$ cat src/rtl/ixf_pkg.sv
// Types, constants and coefficient helpers for the crossover filter.
`timescale 1ns / 1ps

package ixf_pkg;

    localparam int SAMPLE_W   = 24;
    localparam int COEF_W     = 32;
    localparam int OPND_W     = SAMPLE_W + 1;  // room for a negated sample
    localparam int PROD_W     = 56;            // |coef * sample| <= 2^54
    localparam int PSUM_W     = PROD_W + 2;    // sum of three products
    localparam int ACC_W      = PROD_W + 4;    // sum of up to nine products
    localparam int FRAC_SHIFT = 27;
    localparam int ORD_W      = 3;
    localparam int IDX_W      = 3;
    localparam int MODE_W     = 2;

    // Filter mode codes; the unused code behaves as bypass.
    localparam logic [MODE_W-1:0] MODE_BYPASS = 2'd0;
    localparam logic [MODE_W-1:0] MODE_SO     = 2'd1;
    localparam logic [MODE_W-1:0] MODE_FO     = 2'd2;

    localparam logic [ORD_W-1:0] SO_ORDER = 3'd2;
    localparam logic [ORD_W-1:0] FO_ORDER = 3'd4;

    // Register indexes on the configuration port.
    localparam logic [IDX_W-1:0] REG_MODE = 3'd0;
    localparam logic [IDX_W-1:0] REG_B0   = 3'd1;
    localparam logic [IDX_W-1:0] REG_B1   = 3'd2;
    localparam logic [IDX_W-1:0] REG_B2   = 3'd3;
    localparam logic [IDX_W-1:0] REG_A1   = 3'd4;
    localparam logic [IDX_W-1:0] REG_A2   = 3'd5;
    localparam logic [IDX_W-1:0] REG_A3   = 3'd6;
    localparam logic [IDX_W-1:0] REG_A4   = 3'd7;

    localparam logic signed [ACC_W-1:0] SAT_MAX = ACC_W'(8388607);
    localparam logic signed [ACC_W-1:0] SAT_MIN = -ACC_W'(8388608);

    typedef logic signed [SAMPLE_W-1:0] sample_t;
    typedef logic signed [COEF_W-1:0]   coef_word_t;
    typedef logic signed [OPND_W-1:0]   opnd_t;
    typedef logic signed [PROD_W-1:0]   prod_t;
    typedef logic signed [PSUM_W-1:0]   psum_t;
    typedef logic signed [ACC_W-1:0]    acc_t;

    typedef struct packed {
        coef_word_t b0;
        coef_word_t b1;
        coef_word_t b2;
        coef_word_t a1;
        coef_word_t a2;
        coef_word_t a3;
        coef_word_t a4;
    } coef_t;

    // Per-word control carried down the pipeline.
    typedef struct packed {
        logic             filt;
        logic [ORD_W-1:0] order;
    } ctl_t;

    // Feedforward coefficient of input delay tap n (b3 = b1, b4 = b0).
    function automatic coef_word_t ff_coef(coef_t c, int unsigned tap);
        coef_word_t r;
        case (tap)
            0:       r = c.b1;
            1:       r = c.b2;
            2:       r = c.b1;
            default: r = c.b0;
        endcase
        return r;
    endfunction

    // Feedback coefficient of output delay tap n.
    function automatic coef_word_t fb_coef(coef_t c, int unsigned tap);
        coef_word_t r;
        case (tap)
            0:       r = c.a1;
            1:       r = c.a2;
            2:       r = c.a3;
            default: r = c.a4;
        endcase
        return r;
    endfunction

endpackage

$ cat src/rtl/ixf_delay.sv
// Per-channel input and output delay lines of the direct-form-I filter.
`timescale 1ns / 1ps

module ixf_delay #(
    parameter int CHANNELS  = 2,
    parameter int MAX_ORDER = 4,
    parameter int CH_W      = 1
)
(
    input  logic                        clk,
    input  logic                        rst_n,
    input  logic [CH_W-1:0]             rd_cidx,
    output ixf_pkg::sample_t            rd_xd [MAX_ORDER],
    output ixf_pkg::sample_t            rd_yd [MAX_ORDER],
    input  logic                        wr_en,
    input  logic [CH_W-1:0]             wr_cidx,
    input  logic [ixf_pkg::ORD_W-1:0]   wr_order,
    input  ixf_pkg::sample_t            wr_x,
    input  ixf_pkg::sample_t            wr_y
);
    import ixf_pkg::*;

    sample_t xd_reg [CHANNELS][MAX_ORDER];
    sample_t yd_reg [CHANNELS][MAX_ORDER];

    // Shift the active taps of one channel and push the new samples
    always_ff @(posedge clk or negedge rst_n)
    begin
        if (!rst_n)
        begin
            for (int ch = 0; ch < CHANNELS; ch++)
            begin
                for (int n = 0; n < MAX_ORDER; n++)
                begin
                    xd_reg[ch][n] <= '0;
                    yd_reg[ch][n] <= '0;
                end
            end
        end
        else if (wr_en)
        begin
            for (int ch = 0; ch < CHANNELS; ch++)
            begin
                if (wr_cidx == CH_W'(ch))
                begin
                    xd_reg[ch][0] <= wr_x;
                    yd_reg[ch][0] <= wr_y;
                    for (int n = 1; n < MAX_ORDER; n++)
                    begin
                        if (ORD_W'(n) < wr_order)
                        begin
                            xd_reg[ch][n] <= xd_reg[ch][n-1];
                            yd_reg[ch][n] <= yd_reg[ch][n-1];
                        end
                    end
                end
            end
        end
    end

    // Select the taps of the channel about to be multiplied
    always_comb
    begin
        for (int n = 0; n < MAX_ORDER; n++)
        begin
            rd_xd[n] = xd_reg[rd_cidx][n];
            rd_yd[n] = yd_reg[rd_cidx][n];
        end
    end

endmodule

$ cat config.mk
export PLATFORM = sky130hd
export DESIGN_NAME = ixf_delay
export DESIGN_NICKNAME = d
export VERILOG_FILES = /design/src/rtl/ixf_pkg.sv /design/src/rtl/ixf_delay.sv
export SDC_FILE = /design/constraint.sdc
export NUM_CORES = 1
export LEC_CHECK = 0
export ABC_CLOCK_PERIOD_IN_PS = 1300
export BUFFER_PORTS_ARGS = -buffer_cell sky130_fd_sc_hd__buf_4
export CAP_MARGIN = 30
export CORE_MARGIN = 1
export CORE_UTILIZATION = 57
export DETAILED_ROUTE_END_ITERATION = 6
export HOLD_SLACK_MARGIN = 0.05
export PLACE_DENSITY = 0.85
export SETUP_SLACK_MARGIN = 0.5
export SYNTH_ARGS = -nofsm -noshare
export SYNTH_HDL_FRONTEND = slang
export SYNTH_SLANG_ARGS = --single-unit
$ cat constraint.sdc
create_clock -name clk -period 1.3 [get_ports clk]
set_input_delay 0.195 -clock clk [delete_from_list [all_inputs] [get_ports clk]]
set_output_delay 0.195 -clock clk [all_outputs]
set_load 0.03 [all_outputs]
==> metrics.csv, run 1 <==
stage;metric;value;unit
global_route;largest net degree at the start of global routing;75;
status;First Err;[ERROR GRT-0232] Routing congestion too high. Check the congestion heatmap in the GUI.;
logic_synthesis;Synth top area share;0.580;
clock_network;H-tree levels;2;
floorplanning;die width;172;microns
logic_synthesis;syn_nets;1088;
logic_synthesis;synthesized area;16600;sq um
timing;WEP type;primary output;
place;Post-DP HPWL;26000;microns
global_route;Tot GR Track Use;0.865;
floorplanning;Ports;248;
logic_synthesis;synth warn;0;
logic_synthesis;#FFs+latches synth;384;
status;Stop stage;global routing;
status;outcome;did not finish;
floorplanning;Die Y;172;microns
clock_network;CTS Buf Count;40;
logic_synthesis;leading area contributor after synthesis;dfrtp_1;
logic_synthesis;register area share after synthesis;0.580;
logic_synthesis;Synth cell types;14;
place;GP Congestion;0.792;
global_route;GR Overflow Total;423;
logic_synthesis;Cells after Synth;1032;
timing;grt repair worst endpoint;rd_xd[36];
floorplanning;row count;62;
floorplanning;Starting Density;0.579;
place;port bufs;247;
clock_network;root buffer cell;clkbuf_16;
clock_network;clk buf depth;3;
logic_synthesis;largest cells by area after synthesis;dfrtp_1 (58%), mux2_2 (31%), mux2_1 (7.5%);
place;pre-CTS WS;-0.116;ns
place;placed inst area;20700;sq um
logic_synthesis;Syn Area/Cell;16.0;sq um
clock_network;CTS sink cnt;384;
==> through the flow <==
| stage | std cells | TNS [ns] |
|---|---|---|
| 2_1_floorplan | 1032 | 0 |
| 3_3_place_gp | 1668 | -26.95 |
| 4_1_cts | 2076 | -45.12 |
| 3_5_place_dp | 1668 | -34.01 |
==> routing by layer <==
layer  track usage  GRT overflow
met5         0.323             3
met1         0.860             4
met3         0.727             4
met2          1.00           234
met4         0.927           178
==> logic make-up after synthesis <==
| kind of cell | count (synthesis) | share of synthesized area |
|---|---|---|
| buffers and inverters | 63 | 0.0230 |
| multiplexers | 576 | 0.394 |
| flip-flops | 384 | 0.580 |
| AND/OR/NAND/NOR | 6 | 0.00166 |
| AO/OA/AOI/OAI | 3 | 0.00121 |
==> synthesized netlist by cell type, drive strengths merged <==
cell and instances:
o21a 1, o21ai 1, mux2 576, dfrtp 384
buf 60, a21o 1, nor2b 1, nand2 4
clkbuf 3, and2 1
==> timing repair <==
action / in CTS
buffers inserted: 277
pin swaps: 2
setup endpoints to repair: 479
gates resized for setup: 287
hold endpoints to repair: 391
hold buffers: 51
gates cloned: 10
==> run 2: changes to the inputs <==
--- a/config.mk
+++ b/config.mk
@@ -9,11 +9,9 @@
 export BUFFER_PORTS_ARGS = -buffer_cell sky130_fd_sc_hd__buf_4
 export CAP_MARGIN = 30
 export CORE_MARGIN = 1
-export CORE_UTILIZATION = 57
+export CORE_UTILIZATION = 40
 export DETAILED_ROUTE_END_ITERATION = 6
-export HOLD_SLACK_MARGIN = 0.05
-export PLACE_DENSITY = 0.85
-export SETUP_SLACK_MARGIN = 0.5
+export PLACE_DENSITY_LB_ADDON = 0.15
 export SYNTH_ARGS = -nofsm -noshare
 export SYNTH_HDL_FRONTEND = slang
 export SYNTH_SLANG_ARGS = --single-unit
==> run 2 against run 1 <==
The flow now finishes, with violations (negative setup slack). Synthesized cell count is the same. Area after synthesis is the same.
==> metrics.csv, run 2 <==
stage;metric;value;unit
status;outcome;finished, violations left;
status;failing checks;negative setup slack;
worst_setup_path;worst reg2reg path endpoint;xd_reg[130];
clock_network;Worst-path clk slew;0.07;ns
power_and_ir_drop;VDD IR max;1130;uV
clock_network;CTS sink cnt;384;
min_path;worst hold path type;in -> async;
floorplanning;die area;42200;sq um
logic_synthesis;syn_nets;1088;
worst_setup_path;worst path required time;1.11;ns
global_route;Tot GR Track Use;0.214;
logic_synthesis;register area share after synthesis;0.580;
timing;RSZ-0062 raised after global routing;yes;
cells_and_area;Non-Filler Instances;2223;
logic_synthesis;synthesized area;16600;sq um
floorplanning;Ports;248;
place;port bufs;247;
worst_setup_path;reg2reg start;xd_reg[130];
cells_and_area;share of layout cells above drive strength 1;0.673;
worst_setup_path;setup slack, reg-to-reg;0.23;ns
detailed_routing;vias;10900;
worst_setup_path;crit-path cells;mux2_4, buf_6;
power_and_ir_drop;pwr dens;2080;nW/um^2
floorplanning;die width;205;microns
timing;Slew HR;0.748;
detailed_routing;routed len/inst;20.1;microns
place;Cell Count Post-Placement;1826;
detailed_routing;drt drc;0;
power_and_ir_drop;Clk pwr share;0.218;
timing;clock period minus final worst setup slack;1.59;ns
power_and_ir_drop;Switching Fraction;0.323;
place;GP Congestion;0.744;
timing;Clock Skews;0.0149;ns
power_and_ir_drop;cell internal pwr;35.2;mW
logic_synthesis;largest cells by area after synthesis;dfrtp_1 (58%), mux2_2 (31%), mux2_1 (7.5%);
job;max_cap viols;0;
clock_network;clk buf depth;3;
floorplanning;row count;74;
floorplanning;Starting Density;0.406;
worst_setup_path;r2r worst-path depth;3;
logic_synthesis;Synth top area share;0.580;
worst_setup_path;worst setup path class;reg -> out;
worst_setup_path;Slowest-stage cell, CP;dfrtp_1;
power_and_ir_drop;Switching Power;16.8;mW
detailed_routing;Post-Route WL;44600;microns
cells_and_area;# nets final;1719;
logic_synthesis;Syn Area/Cell;16.0;sq um
timing;Setup WS post-layout;-0.294;ns
clock_network;clk_lat worst skew;0.56;ns
clock_network;root buffer cell;clkbuf_16;
logic_synthesis;most frequent cells after synthesis;mux2_2 (456), dfrtp_1 (384), mux2_1 (110);
clock_network;H-tree levels;2;
timing;fin crit share;1.23;
worst_setup_path;Worst Setup Start Kind;flip-flop;
timing;Worst Tran Pin Value;0.378;ns
detailed_routing;routed vias/inst;4.89;
logic_synthesis;leading area contributor after synthesis;dfrtp_1;
place;Post-DP HPWL;28400;microns
timing;Slew Limit Fails;0;
floorplanning;floorplan core area;40800;sq um
timing;FMAX;627;MHz
worst_setup_path;arrival time worst endpoint;1.40;ns
logic_synthesis;most common flop cell mapped by yosys;dfrtp_1;
power_and_ir_drop;Seq pwr share;0.352;
detailed_routing;first-pass iteration count of the detailed router;4;
floorplanning;Die Y;205;microns
detailed_routing;DRT iter0 DRCs;298;
worst_setup_path;critical path endpoint category;output port;
logic_synthesis;#FFs+latches synth;384;
logic_synthesis;asr flop ratio synth;1.00;
global_route;largest net degree at the start of global routing;51;
global_route;vias in the first global route;11700;
logic_synthesis;top-count cell post-synth;mux2_2;
cells_and_area;Finished Core Util;0.612;
clock_network;CTS tree;done;
global_route;initial antenna violation count;1;
cells_and_area;fill cell count;3141;
timing;Fin. Hold Viols;0;
clock_network;CTS Buf Count;42;
place;placed inst area;19800;sq um
worst_setup_path;worst-path maximum fanout;3;
logic_synthesis;Synth cell types;14;
cells_and_area;area occupied by multi-input gates;7220;sq um
power_and_ir_drop;LEAKAGE;11.9;nW
cells_and_area;synthesis-to-layout area growth;50.9;%
cells_and_area;most common cell after layout, fill and taps aside;dfrtp_1;
cells_and_area;commonest non-fill, non-tap cells in the layout;dfrtp_1 (384), buf_4 (370), mux2_2 (300), buf_6 (192), mux2_4 (168);
logic_synthesis;number of synthesized flops with an enable pin;0;
cells_and_area;Sequential Area;9610;sq um
global_route;first-pass GRT wire length;68700;microns
global_route;GR Overflow Total;0;
logic_synthesis;Cells after Synth;1032;
power_and_ir_drop;combinational share of power;0.430;
logic_synthesis;synth warn;0;
worst_setup_path;critical path's largest stage delay;0.40;ns
cells_and_area;Finished Cell Area;25000;sq um
detailed_routing;number of routed nets with antenna violations;0;
timing;final setup violation count;192;
[run 2: cell counts after synthesis]
Identical to the previous run, type by type.
[run 2: how the worst max path moves through the flow]
stage / startpoint / to / slack, ns / cells after the start
6_report: yd_reg[189] / rd_yd[93] / -0.29 / 2
5_1_grt: yd_reg[189] / rd_yd[93] / -0.34 / 2
4_1_cts: yd_reg[113] / rd_yd[17] / -0.33 / 2
3_5_place_dp: wr_en / xd_reg[153] / -0.18 / 5
3_3_place_gp: rd_cidx / rd_yd[38] / -0.18 / 4
2_1_floorplan: wr_cidx / xd_reg[10] / -0.02 / 6
[run 2: repair_timing]
item / in CTS / in global routing
setup buffers: 212 / 64
endpoints found under the hold margin: 468 / 0
setup endpoints to repair: 192 / 192
cloned: 0 / 0
hold buffers: 49 / 0
gates resized for setup: 323 / 25
[run 2: logic make-up after synthesis]
kind of cell	share of synthesized area
buffers and inverters	0.0230
AOI/OAI and AO/OA	0.00121
and+or+nand+nor	0.00166
DFF	0.580
muxes	0.394
[run 2: power groups by stage]
stage                     sequential, mW  clock (mW)  combinational, mW
after detailed placement            18.7           0               15.7
after global placement              18.6           0               15.5
after global routing                18.7        12.1               23.7
after CTS                           18.2        11.7               21.5
final                               18.3        11.3               22.4
after floorplan                     17.7           0               10.5
[run 2: critical path, delay by kind of cell, from the launching register on]
kind	cells	cell delay [ns]
flip-flops	1	0.40
buffers and inverters	1	0.14
multiplexers	1	0.29
[run 2: layout make-up]
cell class / count / share of cell area
tap: 532 / 0.0266
clock buffer: 63 / 0.0497
clock inverter: 8 / 0.00175
antenna: 1 / 0.000100
multi-input combinational: 585 / 0.289
sequential: 384 / 0.385
timing repair buffer: 650 / 0.248
[run 2: layer usage]
layer,vias to the layer above,wire length [microns],global-route usage
met3,64,2310,0.0488
met5,-,0,0
met1,5626,19400,0.278
met4,0,1010,0.0624
li1,4982,-,-
met2,204,21900,0.357
[run 2: per-stage QoR]
| stage | setup slack (ns) | setup TNS (ns) | power, mW | hold slack, ns |
|---|---|---|---|---|
| 2_1_floorplan | -0.0241 | -2.43 | 28.2 | -0.101 |
| 3_3_place_gp | -0.180 | -54.69 | 34.1 | 0.0296 |
| 3_5_place_dp | -0.184 | -56.90 | 34.4 | 0.0307 |
| 4_1_cts | -0.327 | -54.80 | 51.4 | 0.0366 |
| 5_1_grt | -0.342 | -57.22 | 54.5 | 0.0649 |
| 6_report | -0.294 | -48.60 | 52.0 | 0.0589 |
Power figures use the tool's default switching activity.
