--- config.mk ---
export PLATFORM = sky130hd
export DESIGN_NAME = ixf_acc
export DESIGN_NICKNAME = d
export VERILOG_FILES = /design/src/rtl/ixf_pkg.sv /design/src/rtl/ixf_acc.sv
export SDC_FILE = /design/constraint.sdc
export NUM_CORES = 1
export LEC_CHECK = 0
export ABC_AREA = 0
export BUFFER_PORTS_ARGS = -buffer_cell sky130_fd_sc_hd__clkbuf_2
export CAP_MARGIN = 20
export CORE_AREA = 2 2 204 206
export CTS_CLUSTER_SIZE = 28
export DETAILED_ROUTE_END_ITERATION = 16
export DIE_AREA = 0 0 206 208
export PLACE_DENSITY = 0.83
export SYNTH_ARGS = -nofsm -noshare
export SYNTH_HDL_FRONTEND = slang
export SYNTH_SLANG_ARGS = --single-unit
--- constraint.sdc ---
create_clock -name clk -period 5.8 [get_ports clk]
set_input_delay 1.45 -clock clk [delete_from_list [all_inputs] [get_ports clk]]
set_output_delay 1.45 -clock clk [all_outputs]
set_load 0.1 [all_outputs]
--- src/rtl/ixf_pkg.sv ---
// Types, constants and coefficient helpers for the crossover filter.
`timescale 1ns / 1ps

package ixf_pkg;

    localparam int SAMPLE_W   = 24;
    localparam int COEF_W     = 32;
    localparam int OPND_W     = SAMPLE_W + 1;  // room for a negated sample
    localparam int PROD_W     = 56;            // |coef * sample| <= 2^54
    localparam int PSUM_W     = PROD_W + 2;    // sum of three products
    localparam int ACC_W      = PROD_W + 4;    // sum of up to nine products
    localparam int FRAC_SHIFT = 27;
    localparam int ORD_W      = 3;
    localparam int IDX_W      = 3;
    localparam int MODE_W     = 2;

    // Filter mode codes; the unused code behaves as bypass.
    localparam logic [MODE_W-1:0] MODE_BYPASS = 2'd0;
    localparam logic [MODE_W-1:0] MODE_SO     = 2'd1;
    localparam logic [MODE_W-1:0] MODE_FO     = 2'd2;

    localparam logic [ORD_W-1:0] SO_ORDER = 3'd2;
    localparam logic [ORD_W-1:0] FO_ORDER = 3'd4;

    // Register indexes on the configuration port.
    localparam logic [IDX_W-1:0] REG_MODE = 3'd0;
    localparam logic [IDX_W-1:0] REG_B0   = 3'd1;
    localparam logic [IDX_W-1:0] REG_B1   = 3'd2;
    localparam logic [IDX_W-1:0] REG_B2   = 3'd3;
    localparam logic [IDX_W-1:0] REG_A1   = 3'd4;
    localparam logic [IDX_W-1:0] REG_A2   = 3'd5;
    localparam logic [IDX_W-1:0] REG_A3   = 3'd6;
    localparam logic [IDX_W-1:0] REG_A4   = 3'd7;

    localparam logic signed [ACC_W-1:0] SAT_MAX = ACC_W'(8388607);
    localparam logic signed [ACC_W-1:0] SAT_MIN = -ACC_W'(8388608);

    typedef logic signed [SAMPLE_W-1:0] sample_t;
    typedef logic signed [COEF_W-1:0]   coef_word_t;
    typedef logic signed [OPND_W-1:0]   opnd_t;
    typedef logic signed [PROD_W-1:0]   prod_t;
    typedef logic signed [PSUM_W-1:0]   psum_t;
    typedef logic signed [ACC_W-1:0]    acc_t;

    typedef struct packed {
        coef_word_t b0;
        coef_word_t b1;
        coef_word_t b2;
        coef_word_t a1;
        coef_word_t a2;
        coef_word_t a3;
        coef_word_t a4;
    } coef_t;

    // Per-word control carried down the pipeline.
    typedef struct packed {
        logic             filt;
        logic [ORD_W-1:0] order;
    } ctl_t;

    // Feedforward coefficient of input delay tap n (b3 = b1, b4 = b0).
    function automatic coef_word_t ff_coef(coef_t c, int unsigned tap);
        coef_word_t r;
        case (tap)
            0:       r = c.b1;
            1:       r = c.b2;
            2:       r = c.b1;
            default: r = c.b0;
        endcase
        return r;
    endfunction

    // Feedback coefficient of output delay tap n.
    function automatic coef_word_t fb_coef(coef_t c, int unsigned tap);
        coef_word_t r;
        case (tap)
            0:       r = c.a1;
            1:       r = c.a2;
            2:       r = c.a3;
            default: r = c.a4;
        endcase
        return r;
    endfunction

endpackage

--- src/rtl/ixf_acc.sv ---
// Summing stage: registered partial sums, then final add, rounding, saturation.
`timescale 1ns / 1ps

module ixf_acc #(
    parameter int NPROD = 9
)
(
    input  logic                clk,
    input  logic                load,
    input  ixf_pkg::prod_t      prod [NPROD],
    output ixf_pkg::sample_t    y
);
    import ixf_pkg::*;

    localparam int NGRP = (NPROD + 2) / 3;

    psum_t psum_next [NGRP];
    psum_t psum_reg  [NGRP];
    acc_t  total;
    acc_t  rnd;
    acc_t  shifted;

    // Add the products in groups of three
    always_comb
    begin
        for (int g = 0; g < NGRP; g++)
        begin
            psum_next[g] = '0;
            for (int j = 0; j < 3; j++)
            begin
                if (3*g + j < NPROD)
                begin
                    psum_next[g] = psum_next[g] + PSUM_W'(prod[3*g+j]);
                end
            end
        end
    end

    always_ff @(posedge clk)
    begin
        if (load)
        begin
            psum_reg <= psum_next;
        end
    end

    // Add the groups, round half up at bit 27 and clamp to 24 bits
    always_comb
    begin
        total = '0;
        for (int g = 0; g < NGRP; g++)
        begin
            total = total + ACC_W'(psum_reg[g]);
        end
        rnd     = total + (ACC_W'(1) <<< (FRAC_SHIFT - 1));
        shifted = rnd >>> FRAC_SHIFT;
        if (shifted > SAT_MAX)
        begin
            y = SAT_MAX[SAMPLE_W-1:0];
        end
        else if (shifted < SAT_MIN)
        begin
            y = SAT_MIN[SAMPLE_W-1:0];
        end
        else
        begin
            y = shifted[SAMPLE_W-1:0];
        end
    end

endmodule

# Yosys cells after proc, flatten, opt, wreduce, memory -nomap -nowiden
# Cells that the tools add are included.
# totals
elab_cells	16
in_bits	506
regBits	174
# op_classes
muxes	2
magnitude_cmp	2
n_addsub	9
# ops
cell	count
$add A57 B56 Y58	3
$add A56 B56 Y57	3
$add A59 B58 Y60	1
$add A60 B28 Y60 const B	1
$add A58 B58 Y59	1
$mux W24	2
$gt A33 B24 Y1 const B	1
$lt A33 B24 Y1 const B	1

# Depth between registers and ports, before layout
# Gate-level depths: netlist (run 1).
# logic_depth
depth_word	6
ltp_mapped	20
ltp_nobuf	18

# Least setup slack after synthesis (run 1)
# Ideal clock, no wire load.
# synth_path
path_kind	register to output
from	register psum_reg[38] in the netlist's numbering
to	output port y[10]
n_path_buf	2
arrival_ns	6.195
setup_slack_ns	-1.845
required_ns	4.350
path_stages_with_launch	21
path_cell_list	edfxtp_1 inv_1 fa_1 inv_1 ha_1 ha_1 buf_2 a21oi_1 o21ai_0 a21oi_1 o21ai_0 a211oi_1 a31o_2 a21oi_4 a2111oi_0 a311o_1 inv_1 o31ai_2 inv_1 clkbuf_2 o21ai_0
# synth_via
elab_chain_len	5
word_cells_on_any_way	6
# synth_lines
item	line_no	text
start: declaration	ixf_acc.sv:18	psum_t psum_reg [NGRP];
start signal: assignment	ixf_acc.sv:43	psum_reg <= psum_next;
$add A59 B58 Y60 (*)	ixf_acc.sv:53	total = total + ACC_W'(psum_reg[g]);
$add A60 B28 Y60 (*)	ixf_acc.sv:55	rnd = total + (ACC_W'(1) <<< (FRAC_SHIFT - 1));
$lt A33 B24 Y1	ixf_acc.sv:61	else if (shifted < SAT_MIN)
$mux W24	ixf_acc.sv:61	
$mux W24 (*)	ixf_acc.sv:57	if (shifted > SAT_MAX)
end: declaration	ixf_acc.sv:11	output ixf_pkg::sample_t y
# Mark *: on every way between the ends. The rest lies on a longest branch, timed or not.

# Worst setup path in the final report (run 1)
# layout_path
from	register psum_reg[6] in the netlist's numbering
to	output port y[14]
# The elaborated chain is that of the path after synthesis.

==> metrics.csv, run 1 <==
metric,value,unit
# IOs,530,
fin crit share,1.13,
CP arrival,5.08,ns
DRT iter0 DRCs,1952,
Worst Tran Pin Value,1.11,ns
Layout area overhead,25.4,%
Cells after DPL,3412,
Max clock buf depth,2,
"count leader, synth",inv_1,
total clock sinks,174,
Synth top cells by count,"inv_1, ha_1, fa_1",
post-synthesis sequential area ratio,0.228,
Peak Freq,153,MHz
Remaining DRCs,0,
WS Path Type,flip-flop to output pin,
Die Y,208,um
Largest register FFs,174,
Final WS setup,-0.732,ns
first-pass GRT wire length,107,mm
drt first pass iters,6,
"flops & latches, synth",174,
area of the multi-input gates,0.0175,sq mm
clk root buf,clkbuf_16,
Buffers on Ports,529,
async set-reset flop share out of synthesis,0,
register area,0.00523,sq mm
worst hold path class,primary input to flip-flop,
core area,0.0406,sq mm
Vias,20300,
routability cong.,0.974,
WL per Instance,20.2,um
post-layout minimum cycle time,6.53,ns
initial antenna violation count,5,
Rows,74,
"top cells by area, synth","edfxtp_1, fa_1, ha_1",
die area,0.0428,sq mm
Yosys top cell by area,edfxtp_1,
dpl hpwl,58.4,mm
failing checks,negative setup slack,
Max-slew headroom,0.259,
remaining antenna violation count,0,
Mapped Area,0.0229,sq mm
worst path required time,4.35,ns
layout cell share with drive strength beyond 1,0.267,
share of the synthesized area in the top cell type,0.228,
distinct cell type count after synthesis,80,
Worst setup EP type,output pin,
Initial Utilization,0.565,
largest net degree at the start of global routing,175,
Layout fillers,3051,
count of maximum capacitance violations,0,
Worst Path Max Fanout,7,
CTS buffer count,17,
gr ovfl total,0,
post-synthesis cell count,2356,
Syn. warnings,0,
Total Nets Final,3932,
"EDFF count, synth",174,
CTS tree,yes,
via/cell ratio,5.87,
vias in the first global route,21000,
H-Tree Level Count,4,
hold slack,1.45,ns
Final Slew Violations,0,
"Hold Vio Cnt, Final",0,
Post-Syn Nets,3372,
top_reg_cell synth,edfxtp_1,
unrepaired setup endpoints after global routing,yes,
"Setup violations, final",24,
Worst setup SP type,flip-flop,
status,finished with violations,
Die X,206,um
syn avg cell area,9.73,sq um
Non-Filler Instances,3464,
GRT Resource Usage Total,0.321,
WL final,70.0,mm
"CTS clk-pin slew, worst paths",0.08,ns
## area by class of cell
cell class | instances | area share
sequential | 174 | 0.182
antenna | 3 | 0.000261
clock inverter | 15 | 0.00736
clock buffer | 17 | 0.0148
tap | 532 | 0.0232
inverter | 283 | 0.0372
timing repair buffer | 596 | 0.127
multi-input combinational | 1844 | 0.608
## stage by stage
stage                     cell area (sq um)  TNS, ns  setup slack, ns   util
after floorplan                       23500    -5.16           -0.252      -
after CTS                             28200   -11.90           -0.533  0.695
after detailed placement              27300    -8.83           -0.404  0.672
final                                 28700   -16.10           -0.732  0.709
after global routing                  28700   -19.81           -0.886  0.709
after global placement                27300    -3.93           -0.194  0.672
## path summary, 6_finish.rpt
path	start	endpoint	slack, ns	cells past startpoint
max	psum_reg[6]	y[14]	-0.73	20
min	prod[449]	psum_reg[117]	1.45	3
## metal layers
layer,global-route usage,wire (um)
met5,0,0
met4,0.0919,2260
met3,0.0385,4780
met2,0.548,34100
met1,0.430,28900
## cells in the final DEF, fill, tap and decap left out, types with 36 or more instances in the layout
master / n
nor2_1: 104
ha_4: 39
clkbuf_2: 504
nand4_1: 48
nor3_1: 36
o21ai_0: 86
xnor2_1: 121
nand2_1: 110
ha_1: 242
a21oi_1: 198
edfxtp_1: 174
buf_4: 54
fa_1: 227
inv_1: 268
nand3_1: 51
a21o_1: 129
xor2_1: 60
## logic make-up after synthesis
kind of cell    after synthesis  synth area share
compound gates              660             0.186
xor+xnor                    183            0.0699
fa+ha+maj                   510             0.353
buf+inv                     338            0.0561
flops                       174             0.228
mux                           1          0.000437
simple gates                490             0.106
## worst max-delay path: stages, from the launching register on
cell and delay [ns]:
edfxtp_1 0.36, inv_1 0.10, fa_1 0.56, inv_1 0.05, ha_1 0.29, ha_1 0.32
a21oi_1 0.10, o21ai_2 0.23, a21oi_4 0.07, o311ai_4 0.29, nand4_1 0.22, a31o_2 0.33
a21oi_4 0.28, buf_6 0.16, xor2_2 0.17, nand3_2 0.11, o31ai_4 0.30, inv_4 0.11
clkbuf_16 0.19, o21ai_4 0.17, buf_12 0.19
## timing repair
action / in CTS / in global routing
hold buffers: 0 / 0
gates resized for setup: 30 / 85
endpoints found under the setup margin: 24 / 24
pin swaps: 14 / 52
gates cloned: 2 / 1
buffers inserted: 11 / 6
Power of run 1 is not shown: default switching activity piles up to over one toggle a cycle in this logic, so the estimate is an artifact.
==> run 2: changes to the inputs <==
--- a/config.mk
+++ b/config.mk
@@ -8,11 +8,13 @@
 export ABC_AREA = 0
 export BUFFER_PORTS_ARGS = -buffer_cell sky130_fd_sc_hd__clkbuf_2
 export CAP_MARGIN = 20
-export CORE_AREA = 2 2 204 206
+export CORE_AREA = 2 2 203 205
 export CTS_CLUSTER_SIZE = 28
 export DETAILED_ROUTE_END_ITERATION = 16
-export DIE_AREA = 0 0 206 208
-export PLACE_DENSITY = 0.83
+export DIE_AREA = 0 0 205 207
+export PLACE_DENSITY = 0.84
+export SETUP_SLACK_MARGIN = 0.5
+export SKIP_CTS_REPAIR_TIMING = 1
 export SYNTH_ARGS = -nofsm -noshare
 export SYNTH_HDL_FRONTEND = slang
 export SYNTH_SLANG_ARGS = --single-unit
==> constraint.sdc (replaced) <==
create_clock -name clk -period 7.87 [get_ports clk]
set_input_delay 1.9675 -clock clk [delete_from_list [all_inputs] [get_ports clk]]
set_output_delay 1.9675 -clock clk [all_outputs]
set_load 0.1 [all_outputs]
==> run 2 against run 1 <==
Net effect: non-clock buffer count decreased by 55; first-iteration DRC count is 5.5% lower; cell area is 5.5% lower; count of clock-buffer cells in the layout is 2 higher; the flow now finishes without violations; global-route usage shrank 0.64 points; critical endpoint is now y[2]; utilization fell by 3.6 points; highest routed layer is now met5; setup slack better by 1.5 ns; worst hold slack better by 0.55 ns.
==> metrics.csv, run 2 (synthesized netlist as in run 1, its figures left out) <==
metric,value,unit,change
vias in the first global route,20100,,was 21000
"Hold Vio Cnt, Final",0,,unchanged
# IOs,530,,unchanged
Final Slew Violations,0,,unchanged
WS Path Type,flip-flop to output pin,,unchanged
Die X,205,um,was 206 um
H-Tree Level Count,4,,unchanged
"CTS clk-pin slew, worst paths",0.07,ns,was 0.08 ns
gr ovfl total,0,,unchanged
Rows,74,,unchanged
Worst setup SP type,flip-flop,,unchanged
Initial Utilization,0.568,,was 0.565
Buffers on Ports,529,,unchanged
first-pass GRT wire length,104,mm,was 107 mm
Vias,19800,,was 20300
WL final,67.0,mm,was 70.0 mm
core area,0.0404,sq mm,was 0.0406 sq mm
remaining antenna violation count,0,,unchanged
Layout fillers,3253,,was 3051
via/cell ratio,5.83,,was 5.87
routability cong.,0.978,,was 0.974
drt first pass iters,6,,unchanged
CP arrival,5.18,ns,was 5.08 ns
Non-Filler Instances,3405,,was 3464
Worst Tran Pin Value,0.994,ns,was 1.11 ns
"Setup violations, final",0,,was 24
Cells after DPL,3366,,was 3412
initial antenna violation count,4,,was 5
most frequent cells in the layout,"clkbuf_2, inv_1, ha_1",,unchanged
Largest register FFs,174,,unchanged
worst path required time,5.90,ns,was 4.35 ns
count of maximum capacitance violations,0,,unchanged
status,"finished, final reports clean",,was finished with violations
Max clock buf depth,2,,unchanged
dpl hpwl,58.0,mm,was 58.4 mm
worst hold path class,primary input to flip-flop,,unchanged
Layout area overhead,18.5,%,was 25.4%
Worst setup EP type,output pin,,unchanged
clk root buf,clkbuf_16,,unchanged
Worst Path Max Fanout,12,,was 7
"most common cell after layout, fill and taps aside",clkbuf_2,,unchanged
Max-slew headroom,0.337,,was 0.259
area of the multi-input gates,0.0166,sq mm,was 0.0175 sq mm
Post-DP Area,0.0265,sq mm,was 0.0273 sq mm
GRT Resource Usage Total,0.315,,was 0.321
unrepaired setup endpoints after global routing,no,,was yes
post-layout util,0.673,,was 0.709
layout cell share with drive strength beyond 1,0.219,,was 0.267
die area,0.0424,sq mm,was 0.0428 sq mm
DRT iter0 DRCs,1845,,was 1952
final instance area,0.0272,sq mm,was 0.0287 sq mm
Die Y,207,um,was 208 um
Peak Freq,140,MHz,
Remaining DRCs,0,,unchanged
register area,0.00523,sq mm,unchanged
post-layout minimum cycle time,7.15,ns,
largest net degree at the start of global routing,105,,was 175
total clock sinks,174,,unchanged
WL per Instance,19.7,um,was 20.2 um
Total Nets Final,3877,,was 3932
CTS tree,yes,,unchanged
fin crit share,0.908,,
CTS buffer count,17,,unchanged
## run 2: changes by cell type in the layout (fill, tap and decap cells not counted), moves of 14 or more
| cell | previous run | this run |
|---|---|---|
| ha_4 | 39 | 0 |
| o21ai_4 | 22 | 0 |
| inv_1 | 268 | 282 |
| ha_1 | 242 | 280 |
| o21ai_2 | 8 | 22 |
| buf_4 | 54 | 11 |
## run 2: area by class of cell
| class | count | area share |
|---|---|---|
| antenna | 1 | 0.0000921 |
| clock buffer | 19 | 0.0159 |
| clock inverter | 11 | 0.00410 |
| inverter | 283 | 0.0392 |
| multi-input combinational | 1844 | 0.610 |
| sequential | 174 | 0.192 |
| tap | 532 | 0.0245 |
| timing repair buffer | 541 | 0.114 |
## run 2: final timing paths
| kind | start | end | slack, ns | depth (start not counted) |
|---|---|---|---|---|
| setup / recovery | psum_reg[21] | y[2] | 0.72 | 20 |
| hold / removal | prod[448] | psum_reg[116] | 2.01 | 4 |
## run 2: worst max-delay path, stage by stage (launching register included)
cell and delay, ns:
edfxtp_1 0.33, inv_1 0.06, fa_1 0.54, inv_1 0.05, ha_1 0.32, ha_1 0.37, nand2_1 0.12, o211ai_1 0.31
o2111ai_1 0.17, nand2_1 0.19, nand4_1 0.20, a31o_2 0.34, nor3b_2 0.18, nor4_2 0.28, nand3_2 0.13, o31ai_4 0.26
clkinvlp_4 0.13, buf_4 0.19, buf_4 0.18, o21ai_2 0.19, buf_12 0.20
## run 2: layer usage
layer | global-route usage | vias up | part of all wire
li1 | - | 9392 | -
met1 | 0.435 | 9545 | 0.44
met2 | 0.516 | 794 | 0.46
met3 | 0.0496 | 106 | 0.077
met4 | 0.0839 | 2 | 0.025
met5 | 0 | - | 0.00016
## run 2: per-stage QoR
| stage | worst slack, ns | hold slack (ns) | setup TNS, ns |
|---|---|---|---|
| after floorplan | -0.138 | 2.08 | -0.276 |
| final | 0.720 | 2.01 | 0 |
| after global routing | 0.469 | 2.01 | 0 |
| after detailed placement | 0.743 | 2.44 | 0 |
| after CTS | 0.226 | 1.99 | 0 |
| after global placement | 0.925 | 2.44 | 0 |
Power of run 2 is left out for the same reason.
