**config.mk**
```make
export PLATFORM = sky130hd
export DESIGN_NAME = ixf_cfg
export DESIGN_NICKNAME = d
export VERILOG_FILES = /design/src/rtl/ixf_pkg.sv /design/src/rtl/ixf_cfg.sv
export SDC_FILE = /design/constraint.sdc
export NUM_CORES = 1
export LEC_CHECK = 0
export BUFFER_PORTS_ARGS = -buffer_cell sky130_fd_sc_hd__buf_2
export CAP_MARGIN = 10
export CORE_MARGIN = 5
export CORE_UTILIZATION = 52
export DETAILED_ROUTE_END_ITERATION = 6
export GPL_TIMING_DRIVEN = 0
export PLACE_DENSITY = 0.83
export SETUP_SLACK_MARGIN = 0.5
export SYNTH_ARGS = -nofsm -noshare
export SYNTH_HDL_FRONTEND = slang
export SYNTH_SLANG_ARGS = --single-unit
```
**constraint.sdc**
```tcl
create_clock -name clk -period 1 [get_ports clk]
set_input_delay 0 -clock clk [delete_from_list [all_inputs] [get_ports clk]]
set_output_delay 0 -clock clk [all_outputs]
set_load 0.02 [all_outputs]
```
**src/rtl/ixf_pkg.sv**
```systemverilog
// Types, constants and coefficient helpers for the crossover filter.
`timescale 1ns / 1ps

package ixf_pkg;

    localparam int SAMPLE_W   = 24;
    localparam int COEF_W     = 32;
    localparam int OPND_W     = SAMPLE_W + 1;  // room for a negated sample
    localparam int PROD_W     = 56;            // |coef * sample| <= 2^54
    localparam int PSUM_W     = PROD_W + 2;    // sum of three products
    localparam int ACC_W      = PROD_W + 4;    // sum of up to nine products
    localparam int FRAC_SHIFT = 27;
    localparam int ORD_W      = 3;
    localparam int IDX_W      = 3;
    localparam int MODE_W     = 2;

    // Filter mode codes; the unused code behaves as bypass.
    localparam logic [MODE_W-1:0] MODE_BYPASS = 2'd0;
    localparam logic [MODE_W-1:0] MODE_SO     = 2'd1;
    localparam logic [MODE_W-1:0] MODE_FO     = 2'd2;

    localparam logic [ORD_W-1:0] SO_ORDER = 3'd2;
    localparam logic [ORD_W-1:0] FO_ORDER = 3'd4;

    // Register indexes on the configuration port.
    localparam logic [IDX_W-1:0] REG_MODE = 3'd0;
    localparam logic [IDX_W-1:0] REG_B0   = 3'd1;
    localparam logic [IDX_W-1:0] REG_B1   = 3'd2;
    localparam logic [IDX_W-1:0] REG_B2   = 3'd3;
    localparam logic [IDX_W-1:0] REG_A1   = 3'd4;
    localparam logic [IDX_W-1:0] REG_A2   = 3'd5;
    localparam logic [IDX_W-1:0] REG_A3   = 3'd6;
    localparam logic [IDX_W-1:0] REG_A4   = 3'd7;

    localparam logic signed [ACC_W-1:0] SAT_MAX = ACC_W'(8388607);
    localparam logic signed [ACC_W-1:0] SAT_MIN = -ACC_W'(8388608);

    typedef logic signed [SAMPLE_W-1:0] sample_t;
    typedef logic signed [COEF_W-1:0]   coef_word_t;
    typedef logic signed [OPND_W-1:0]   opnd_t;
    typedef logic signed [PROD_W-1:0]   prod_t;
    typedef logic signed [PSUM_W-1:0]   psum_t;
    typedef logic signed [ACC_W-1:0]    acc_t;

    typedef struct packed {
        coef_word_t b0;
        coef_word_t b1;
        coef_word_t b2;
        coef_word_t a1;
        coef_word_t a2;
        coef_word_t a3;
        coef_word_t a4;
    } coef_t;

    // Per-word control carried down the pipeline.
    typedef struct packed {
        logic             filt;
        logic [ORD_W-1:0] order;
    } ctl_t;

    // Feedforward coefficient of input delay tap n (b3 = b1, b4 = b0).
    function automatic coef_word_t ff_coef(coef_t c, int unsigned tap);
        coef_word_t r;
        case (tap)
            0:       r = c.b1;
            1:       r = c.b2;
            2:       r = c.b1;
            default: r = c.b0;
        endcase
        return r;
    endfunction

    // Feedback coefficient of output delay tap n.
    function automatic coef_word_t fb_coef(coef_t c, int unsigned tap);
        coef_word_t r;
        case (tap)
            0:       r = c.a1;
            1:       r = c.a2;
            2:       r = c.a3;
            default: r = c.a4;
        endcase
        return r;
    endfunction

endpackage

```
**src/rtl/ixf_cfg.sv**
```systemverilog
// Configuration register file: filter mode and Q4.27 coefficients.
`timescale 1ns / 1ps

module ixf_cfg
(
    input  logic                            clk,
    input  logic                            rst_n,
    input  logic                            wr_en,
    input  logic [ixf_pkg::IDX_W-1:0]       wr_index,
    input  logic [ixf_pkg::COEF_W-1:0]      wr_data,
    output logic [ixf_pkg::MODE_W-1:0]      mode,
    output ixf_pkg::coef_t                  coef
);
    import ixf_pkg::*;

    logic [MODE_W-1:0] mode_reg;
    coef_t             coef_reg;

    // Write the addressed register; unknown indexes are dropped
    always_ff @(posedge clk or negedge rst_n)
    begin
        if (!rst_n)
        begin
            mode_reg <= MODE_BYPASS;
            coef_reg <= '0;
        end
        else if (wr_en)
        begin
            case (wr_index)
                REG_MODE: mode_reg    <= wr_data[MODE_W-1:0];
                REG_B0:   coef_reg.b0 <= wr_data;
                REG_B1:   coef_reg.b1 <= wr_data;
                REG_B2:   coef_reg.b2 <= wr_data;
                REG_A1:   coef_reg.a1 <= wr_data;
                REG_A2:   coef_reg.a2 <= wr_data;
                REG_A3:   coef_reg.a3 <= wr_data;
                REG_A4:   coef_reg.a4 <= wr_data;
                default:  ;
            endcase
        end
    end

    assign mode = mode_reg;
    assign coef = coef_reg;

endmodule

```
; After elaboration in Yosys (flattened, before gate mapping)
; Cells that the tools add are included.
[classes]
n_reduce_logical = 9
n_eq_ne = 7
[ops]
columns = op, count
row1 = $reduce_and 2->1, 8
row2 = $eq 3x3->1 const B, 4
row3 = $eq 3x2->1 const B, 2
row4 = $eq 3x1->1 const B, 1
row5 = $logic_not 3->1, 1
[totals]
elab_cells = 24
inputBits = 38
output_inout_bits = 226
register_bits = 226

; Longest topological paths before layout
; Gate-level depths: netlist of run 1.
[depth]
word_depth = 2
ltp_mapped = 5
ltp_nobuf = 2

; Worst setup path after synthesis of run 1
; OpenSTA, ideal clock, no wires.
[synth_path]
path_kind = input to register
start = in wr_index[0] (netlist bit)
end = reg coef_reg (netlist bit coef[100])
arrival_time_ns = 0.979
cell_stages = 5
n_path_buf = 3
setup_time_ns = 0.125
path_slack_ns = -0.104
required_time_ns = 0.875
path_cell_list = buf_4 and4bb_1 buf_6 buf_6 mux2_4
[synth_via]
elab_chain_len = 2
[synth_rtl]
columns = element, line_no
row1 = from (decl), ixf_cfg.sv:9  ; input logic [ixf_pkg::IDX_W-1:0] wr_index,
row2 = $eq 3x3->1, ixf_cfg.sv:29  ; case (wr_index)
row3 = $reduce_and 2->1 (no line), --
row4 = to (decl), ixf_cfg.sv:17  ; coef_t coef_reg;
; Every way passes these cells.
; A chain may end at the register's enable or synchronous reset.

; Worst setup path after layout of run 1
[layout_path]
start = reg coef_reg (netlist bit coef[123])
end = out coef[123] (netlist bit)
[layout_rtl]
columns = element, line_no
row1 = to (decl), ixf_cfg.sv:12  ; output ixf_pkg::coef_t coef
; No word-level cell between the ends.

==> impl_metrics.toml, run 1 <==
[floorplan]
start_util = 0.5330
die_h_um = 140.8
die_width_um = 140.8
row_count = 47
core_area_um2 = 16700
num_io_pins = 264
dieArea_um2 = 19830

[pwr]
seq_power_share = 0.353
clkPwrFrac = 0.241
internal_power_mw = 25.74
pwr-share-comb = 0.406
ir_drop_mv = 1.883
p_sw_mw = 12.35
switching_share = 0.3242
power_leakage_nw = 7.831
p_per_area_nw_per_um2 = 2478

[clock_tree]
numClockSinks = 226
cts_tree = "yes"
insertion_delay_ns = 0.50
clkSlewWorstSetupHoldPaths_ns = 0.07
clk_path_buf_depth = 3
cts_buffers = 24
cts_htree_levels = 1
cts_root_buf = "clkbuf_16"

[status]
outcome = "complete, but fails checks"
violations = "negative hold slack, negative setup slack"

[routing]
drcViolationCount = 0
drtPass1Iterations = 5
viasPerCell = 5.626
first_iter_violations = 419
drtAntennaViolNets = 0
wirelength_um = 36740
post_drt_wl_per_cell_um = 30.64
via_count = 6746

[timing]
rsz0062_at_grt = "yes"
setup_viol = 262
min_period_ns = 1.135
tightest_slew_ns = 0.6387
hold_ws_ns = -0.5770
fmax_mhz = 880.8
slew_viol_final = 0
worst_slack_ns = -0.1353
finalSetupTns_ns = -16.06
slew_headroom = 0.5742
fin_crit_sh = 1.135
final_hold_viol_count = 451
skew_ns = 0

[yosys]
syn_inst = 488
syn_nets = 526
syn-cell-area_um2 = 8901
synth.ff_latch_count = 226
yosys_warnings = 0
synth.distinct_cells = 11
synth.avg_cell_area_um2 = 18.24
yosysSeqAreaShare = 0.6354

[critical_path]
slowest_delay_ns = 0.45
slowest_stage = "dfrtp_1"
crit_chain = "buf_6"
crit_buf_inv = 1
worstPathMaxFanout = 2
crit_type = "flop to output pin"
path_delay_family = "flip-flops"
crit_path_end_kind = "output pin"
start_kind = "flop"
cp.required_ns = 1.00
cp.arrival_ns = 1.14

[finish]
seqCellArea_um2 = 5665
drive_above_1_share = 0.7638
nets = 998
multi_input_area_um2 = 3493
final_cells = 1199
area_delta_synth_final_pct = 72.69
largest_reg_flops = 224
fillers = 475

[grt]
grt_pass1_wl_um = 45100
grt_pass1_vias = 7101
grt.overflow.total = 0
grt_usage = 0.2974
grt_max_degree = 120
antenna_found_initial = 1

[place]
placedCellCount = 968
io_buffers = 259
dpl_worst_slack_ns = -0.1880
dp_hpwl_um = 15650
place.gp.congestion = 0.8134

[flow_run]
cap_viol_max_count = 0

[min_path]
holdCritPathClass = "primary input to asynchronous set/reset pin"
[timing repair]
item | 4_1_cts | 5_1_grt
buffers inserted | 92 | 93
gates cloned | 0 | 1
endpoints found under the setup margin | 571 | 571
hold endpoints to repair | 333 | 333
resized for setup | 571 | 154
[power by group through the flow]
stage	clock network (mW)	logic, mW	registers (mW)
after floorplan	0	2.53	14.9
after global placement	0	8.02	12.3
after detailed placement	0	8.25	12.4
after CTS	8.89	12.6	12.8
after global routing	9.55	15.9	13.6
final	9.17	15.5	13.4
[layout by cell type, fill, tap and decap left out, drive strengths merged]
cell type	Yosys	routed
mux2	226	226
clkbuf	0	41
buf	28	473
bufinv	0	1
diode	0	1
and4bb	3	3
clkinv	0	2
nand4	1	1
nor4b	1	1
nand4b	3	3
clkinvlp	0	1
dfrtp	226	226
[final cells by class]
cell class                 count  area share
antenna                        1   0.0001628
tap                          220     0.01791
buffer                        28     0.02409
clock inverter                 4    0.003093
timing repair buffer         446      0.3106
multi-input combinational    234      0.2273
sequential                   226      0.3686
clock buffer                  40     0.04827
[stage by stage]
stage	utilization	cell area, um^2	power, mW	hold slack (ns)
after floorplan	-	9116	17.38	-0.2956
after global placement	0.6399	10690	20.30	0.3082
after detailed placement	0.6422	10730	20.69	0.09935
after CTS	0.8422	14070	34.28	-0.4262
after global routing	0.9204	15370	39.02	-0.5128
final	0.9204	15370	38.09	-0.5770
[final timing paths]
| path | startpoint | to | slack, ns | depth (start not counted) |
|---|---|---|---|---|
| worst max-delay path | coef[123] | coef[123] | -0.14 | 1 |
| worst min-delay path | rst_n | coef[100] | -0.58 | 1 |
| worst max register to register | coef[122] | coef[122] | -0.11 | 3 |
| worst min register to register | coef[55] | coef[55] | 0.54 | 1 |
| max in group asynchronous | rst_n | coef[159] | 0.76 | 2 |
| min in group clk | wr_data[13] | coef[109] | -0.16 | 2 |
[metal layers]
metal,routed length [um],track usage
met5,0,0
met2,19480,0.5451
met1,12870,0.3336
met4,1941,0.1091
met3,2443,0.07586
[synthesized netlist by cell type]
master | n | area [um^2]
dfrtp_1 | 226 | 5655
mux2_2 | 126 | 1419
mux2_4 | 90 | 1351
buf_6 | 14 | 157.7
buf_2 | 12 | 60.06
mux2_1 | 10 | 112.6
and4bb_1 | 3 | 37.54
nand4b_4 | 3 | 71.32
buf_4 | 2 | 15.01
nand4_2 | 1 | 12.51
nor4b_1 | 1 | 8.760
[cells by family after synthesis]
kind of cell	synth area share
buffers and inverters	0.02615
DFF	0.6354
and+or+nand+nor	0.01462
muxes	0.3239
No activity file was read; power rests on OpenSTA's default activity.
==> inputs of run 2 (changes only) <==
--- a/config.mk
+++ b/config.mk
@@ -8,10 +8,10 @@
 export BUFFER_PORTS_ARGS = -buffer_cell sky130_fd_sc_hd__buf_2
 export CAP_MARGIN = 10
 export CORE_MARGIN = 5
-export CORE_UTILIZATION = 52
+export CORE_UTILIZATION = 50
 export DETAILED_ROUTE_END_ITERATION = 6
 export GPL_TIMING_DRIVEN = 0
-export PLACE_DENSITY = 0.83
+export PLACE_DENSITY = 0.81
 export SETUP_SLACK_MARGIN = 0.5
 export SYNTH_ARGS = -nofsm -noshare
 export SYNTH_HDL_FRONTEND = slang
==> constraint.sdc (replaced) <==
create_clock -name clk -period 1 [get_ports clk]
set_input_delay 0 -clock clk [delete_from_list [all_inputs] [get_ports clk]]
set_output_delay 0 -clock clk [all_outputs]
set_load 0.1 [all_outputs]
==> run 2 against run 1 <==
The run now fails in global routing (5_1_grt). Synthesized cell count is the same. Synthesized area is the same.
==> impl_metrics.toml, run 2 <==
[floorplan]
row_count = 48
start_util = 0.5128
num_io_pins = 264
die_h_um = 143.4
die_width_um = 143.4

[yosys]
syn_nets = 526
synth_ff_type = "dfrtp_1"
syn-cell-area_um2 = 8901
synth_fa_ha_area_frac = 0
synth.ff_latch_count = 226
synth_top_family_by_area = "multiplexers"
async_flop_share = 1.000
synth-xor-area-share = 0
synth.distinct_cells = 11
synth-compound-area-share = 0
synth_edf_count = 0
yosys_warnings = 0
muxShareOfSynthArea = 0.3239
yosysSeqAreaShare = 0.6354
synth.avg_cell_area_um2 = 18.24
yosysMostFrequentCell = "dfrtp_1"
synth_top_area_share = 0.6354
synth_common_cells = "226 x dfrtp_1, 126 x mux2_2, 90 x mux2_4"
yosys-top-cells-area = "dfrtp_1 64%, mux2_2 16%, mux2_4 15%"
syn_inst = 488
synth_area_leader_cell = "dfrtp_1"
synthSimpleGateAreaFrac = 0.01462

[place]
io_buffers = 259
dp_hpwl_um = 16340
placed_cell_area_um2 = 11910
place.gp.congestion = 0.8315
placedCellCount = 973

[status]
error_line = "[ERROR DPL-0038] Utilization greater than 100%, impossible to legalize"
stop_stage = "global routing (5_1_grt)"
outcome = "did not finish"

[clock_tree]
numClockSinks = 226
cts_htree_levels = 1
cts_buffers = 23
cts_root_buf = "clkbuf_16"
clk_path_buf_depth = 3

[grt]
grt_max_degree = 121

[timing]
crit_endpoint = "coef[9]"
worst_endpoint_kind = "top-level output"
run 2: cell counts after synthesis:
Identical to the previous run, type by type.
run 2: per-stage QoR:
| stage | utilization | setup WS (ns) | setup TNS, ns |
|---|---|---|---|
| after detailed placement | 0.6863 | -0.2295 | -59.41 |
| after floorplan | - | -0.07568 | -9.241 |
| after global placement | 0.6841 | -4.314 | -997.99 |
| after CTS | 0.9531 | -0.1918 | -40.35 |
run 2: kinds of logic after synthesis:
| group | Yosys count |
|---|---|
| mux | 226 |
| flops | 226 |
| buf+inv | 28 |
| simple gates | 8 |
run 2: timing repair:
action | CTS
endpoints found under the hold margin | 332
buffers inserted | 50
pin swaps | 0
gates resized for setup | 937
setup endpoints to repair | 572
==> inputs of run 3 (changes only) <==
--- a/config.mk
+++ b/config.mk
@@ -8,11 +8,10 @@
 export BUFFER_PORTS_ARGS = -buffer_cell sky130_fd_sc_hd__buf_2
 export CAP_MARGIN = 10
 export CORE_MARGIN = 5
-export CORE_UTILIZATION = 50
+export CORE_UTILIZATION = 35
 export DETAILED_ROUTE_END_ITERATION = 6
 export GPL_TIMING_DRIVEN = 0
-export PLACE_DENSITY = 0.81
-export SETUP_SLACK_MARGIN = 0.5
+export PLACE_DENSITY_LB_ADDON = 0.15
 export SYNTH_ARGS = -nofsm -noshare
 export SYNTH_HDL_FRONTEND = slang
 export SYNTH_SLANG_ARGS = --single-unit
==> run 3 against run 2 <==
The flow now finishes, with violations (negative hold slack, negative setup slack).
==> impl_metrics.toml, run 3 (synthesis gave the netlist of run 1 again) <==
[timing]
min_period_ns = 1.199
fin_crit_sh = 1.199
skew_ns = 0
hold_ws_ns = -0.4867
tightest_slew_ns = 0.8868
setup_viol = 235
finalSetupTns_ns = -33.69
fmax_mhz = 833.7
slew_headroom = 0.4088
rsz0062_at_grt = "yes"
slew_viol_final = 0
worst_slack_ns = -0.1994
final_hold_viol_count = 115

[finish]
fillers = 1561
drive_above_1_share = 0.9486
fin_util = 0.6743
layout_common_cells = "227 x buf_12, 217 x mux2_4, 135 x dfrtp_4, 91 x dfrtp_2, 50 x buf_4"
area_delta_synth_final_pct = 90.22
nets = 916
largest_reg_flops = 224
layout_commonest_cell = "buf_12"

[clock_tree]
cts_tree = "yes"
cts_root_buf = "clkbuf_16"
cts_hold_buf = 35
cts_htree_levels = 1
cts_buffers = 25
insertion_delay_ns = 0.50
clk_path_buf_depth = 3
numClockSinks = 226
clkSlewWorstSetupHoldPaths_ns = 0.07

[routing]
first_iter_violations = 293
drtPass1Iterations = 4
drtAntennaViolNets = 0
via_count = 5737
viasPerCell = 4.679
wirelength_um = 28870
post_drt_wl_per_cell_um = 23.55
drcViolationCount = 0

[critical_path]
path_delay_family = "flip-flops"
crit_chain = "buf_12"
slowest_delay_ns = 0.50
crit_path_end_kind = "output pin"
reg2reg_depth = 3
path_depth = 1
start_kind = "flop"
cp.arrival_ns = 1.20
crit_buf_inv = 1
cp.required_ns = 1.00
crit_type = "flop to output pin"
slowest_stage = "dfrtp_4"
worstPathMaxFanout = 2

[place]
dp_hpwl_um = 16650
dpl_worst_slack_ns = -0.2513
io_buffers = 259
place.gp.congestion = 0.7814

[pwr]
ir_drop_mv = 1.916
p_per_area_nw_per_um2 = 3107
clkPwrFrac = 0.166
seq_power_share = 0.278
power_leakage_nw = 7.673
switching_share = 0.4557
pwr-share-comb = 0.556
p_sw_mw = 23.97
total_power_mw = 52.60
internal_power_mw = 28.63

[grt]
antenna_found_initial = 0
grt_pass1_wl_um = 42970
grt_max_degree = 115
grt.overflow.total = 0
grt_pass1_vias = 6748
grt_usage = 0.1928

[floorplan]
die_width_um = 169.5
core_area_um2 = 25110
start_util = 0.3545
row_count = 58
num_io_pins = 264
dieArea_um2 = 28720
die_h_um = 169.5

[status]
violations = "negative hold slack, negative setup slack"
outcome = "complete, but fails checks"

[min_path]
holdCritPathClass = "primary input to asynchronous set/reset pin"

[flow_run]
cap_viol_max_count = 0
-- run 3: timing repair --
item,in CTS,in global routing
buffers inserted,36,32
resized for setup,866,61
setup endpoints to repair,226,238
endpoints found under the hold margin,338,114
cloned,0,0
-- run 3: worst register-to-register path, stage by stage, from the launching register on --
cell and delay (ns):
dfrtp_2 0.44, buf_6 0.13, buf_6 0.10, mux2_4 0.25
-- run 3: layout make-up --
class / count / area [um^2] / area share
sequential: 226 / 6276 / 0.3707
clock buffer: 38 / 744.5 / 0.04397
antenna: 1 / 2.502 / 0.0001478
timing repair buffer: 363 / 5673 / 0.3351
tap: 330 / 412.9 / 0.02439
buffer: 28 / 302.8 / 0.01788
multi-input combinational: 234 / 3490 / 0.2061
clock inverter: 6 / 30.03 / 0.001774
-- run 3: per-stage QoR --
stage,cell area [um^2],instances
global placement,11780,1077
finish,16930,1226
floorplan,10070,488
global route,16930,1225
detailed placement,11820,1078
CTS,16440,1193
-- run 3: power groups by stage --
stage                     logic, mW  clock network [mW]  registers (mW)
after floorplan                3.10                   0            28.4
after global placement         21.4                   0            13.3
after detailed placement       21.5                   0            13.4
after CTS                      28.3                8.88            14.5
after global routing           29.8                9.31            14.9
final                          29.2                8.71            14.6
-- run 3: layer usage --
metal,part of all wire,routed length (um),GRT usage
met1,0.39,11400,0.2354
met2,0.51,14800,0.3390
met3,0.073,2100,0.05730
met4,0.020,573,0.04340
met5,0,0,0
-- run 3: path summary, 6_finish.rpt --
path	slack [ns]	end	startpoint
setup / recovery	-0.20	coef[48]	coef[48]
hold / removal	-0.49	coef[136]	rst_n
setup reg to reg	-0.04	coef[187]	coef[187]
hold reg to reg	0.53	coef[183]	coef[183]
max in group asynchronous	0.35	coef[157]	rst_n
min in group clk	-0.09	mode[1]	wr_index[1]
==> inputs of run 4 (changes only) <==
==> constraint.sdc (replaced) <==
create_clock -name clk -period 1 [get_ports clk]
set_input_delay 0.3 -clock clk [delete_from_list [all_inputs] [get_ports clk]]
set_output_delay 0.3 -clock clk [all_outputs]
set_load 0.1 [all_outputs]
==> run 4 against run 3 <==
Critical path depth is the same. Sequential cell count is the same. Via count shrank 3.1%. Register-to-register slack lost 0.03 ns. First-iteration DRC count shrank 12%. The flow still finishes with violations (negative hold slack, negative setup slack). Clock power grew 4.2%.
==> impl_metrics.toml, run 4 (synthesis gave the netlist of run 1 again) <==
[critical_path]
worstPathMaxFanout = 2
crit_chain = "buf_12"
crit_type = "flop to output pin"
slowest_stage = "dfrtp_4"
start_kind = "flop"
cp.required_ns = 0.70
reg2reg_from = "coef[114]"
timing.rr.end = "coef[114]"
reg2reg_depth = 3
path_delay_family = "flip-flops"
crit_path_end_kind = "output pin"
regToRegSetupSlack_ns = -0.07
cp.arrival_ns = 1.19
crit_buf_inv = 1
slowest_delay_ns = 0.49

[clock_tree]
cts_buffers = 25
cts_tree = "yes"
cts_root_buf = "clkbuf_16"
numClockSinks = 226
clkSlewWorstSetupHoldPaths_ns = 0.06
cts_htree_levels = 1
clk_path_buf_depth = 3
insertion_delay_ns = 0.52

[pwr]
total_power_mw = 51.01
ir_drop_mv = 1.867
p_per_area_nw_per_um2 = 3241
power_leakage_nw = 7.089

[timing]
setup_viol = 234
rsz0062_at_grt = "yes"
final_hold_viol_count = 53
skew_ns = 0
slew_viol_final = 0
min_period_ns = 1.492
fin_crit_sh = 1.492
worst_slack_ns = -0.4916
slew_headroom = 0.6995
finalSetupTns_ns = -93.52
fmax_mhz = 670.4
hold_ws_ns = -0.3492
tightest_slew_ns = 0.4444

[place]
io_buffers = 259
place.gp.congestion = 0.7682
dp_hpwl_um = 16100

[finish]
fillers = 1704
largest_reg_flops = 224
fin_util = 0.6269
layout_commonest_cell = "buf_12"
drive_above_1_share = 0.8845
area_delta_synth_final_pct = 76.83
layout_common_cells = "218 x buf_12, 131 x dfrtp_2, 124 x mux2_2, 102 x mux2_4, 89 x dfrtp_1"
nets = 885
antennaDiodeCount = 0

[status]
outcome = "complete, but fails checks"
violations = "negative hold slack, negative setup slack"

[floorplan]
die_h_um = 169.5
row_count = 58
die_width_um = 169.5
start_util = 0.3545
num_io_pins = 264
dieArea_um2 = 28720
core_area_um2 = 25110

[grt]
grt_max_degree = 108
grt_usage = 0.1754
grt.overflow.total = 0
grt_pass1_vias = 6332
antenna_found_initial = 0
grt_pass1_wl_um = 39530

[routing]
first_iter_violations = 258
post_drt_wl_per_cell_um = 22.34
wirelength_um = 26720
drcViolationCount = 0
drtPass1Iterations = 4
drtAntennaViolNets = 0
viasPerCell = 4.646
via_count = 5557

[flow_run]
cap_viol_max_count = 0

[min_path]
holdCritPathClass = "primary input to asynchronous set/reset pin"
==> run 4: cell count changes in the layout (fill, tap and decap cells not counted), sizes merged, moves of 2 or more <==
cell,delta
clkinv,-2
buf,+3
dlygate4sd3,-35
clkbuf,+3
==> run 4: area by class of cell <==
| type | count | area, um^2 | area share |
|---|---|---|---|
| Buffer | 28 | 375.4 | 0.02385 |
| Multi-Input combinational cell | 234 | 3058 | 0.1943 |
| Sequential cell | 226 | 5842 | 0.3711 |
| Clock buffer | 40 | 762.0 | 0.04841 |
| Timing Repair Buffer | 332 | 5231 | 0.3324 |
| Tap cell | 330 | 412.9 | 0.02623 |
| Clock inverter | 6 | 58.81 | 0.003736 |
==> run 4: worst max-delay path by stage <==
stage	start	to	depth (start not counted)
final	coef[159]	coef[159]	1
after global routing	coef[64]	coef[64]	1
after CTS	coef[64]	coef[64]	1
after detailed placement	wr_index[0]	coef[166]	5
after global placement	rst_n	coef[32]	1
after floorplan	wr_index[0]	coef[100]	5
==> run 4: timing repair <==
item / CTS / global route
buffers inserted: 43 / 27
gates resized for setup: 773 / 116
cloned: 0 / 1
endpoints found under the hold margin: 37 / 37
endpoints found under the setup margin: 226 / 308
==> run 4: metrics by stage <==
stage | setup slack, ns | hold WS (ns) | cells | cell area, um^2
floorplan | -0.3769 | 0.004409 | 488 | 9274
detailed placement | -0.5182 | 0.1883 | 1079 | 11050
global route | -0.5322 | -0.3483 | 1196 | 15740
finish | -0.4916 | -0.3492 | 1196 | 15740
global placement | -4.773 | 0.4913 | 1077 | 10980
CTS | -0.5176 | -0.3710 | 1168 | 15010
==> run 4: power by group <==
part / switching [mW] / internal [mW] / leakage [nW]
clock: 3.63 / 5.46 / 0.408
sequential: 2.32 / 11.4 / 2.56
combinational: 17.7 / 10.5 / 4.12
total: 23.6 / 27.4 / 7.09
==> run 4: routing by layer <==
metal / GRT usage / wire length, um
met1: 0.2202 / 10530
met2: 0.2939 / 13410
met3: 0.06010 / 2182
met4: 0.04200 / 599
met5: 0 / 0
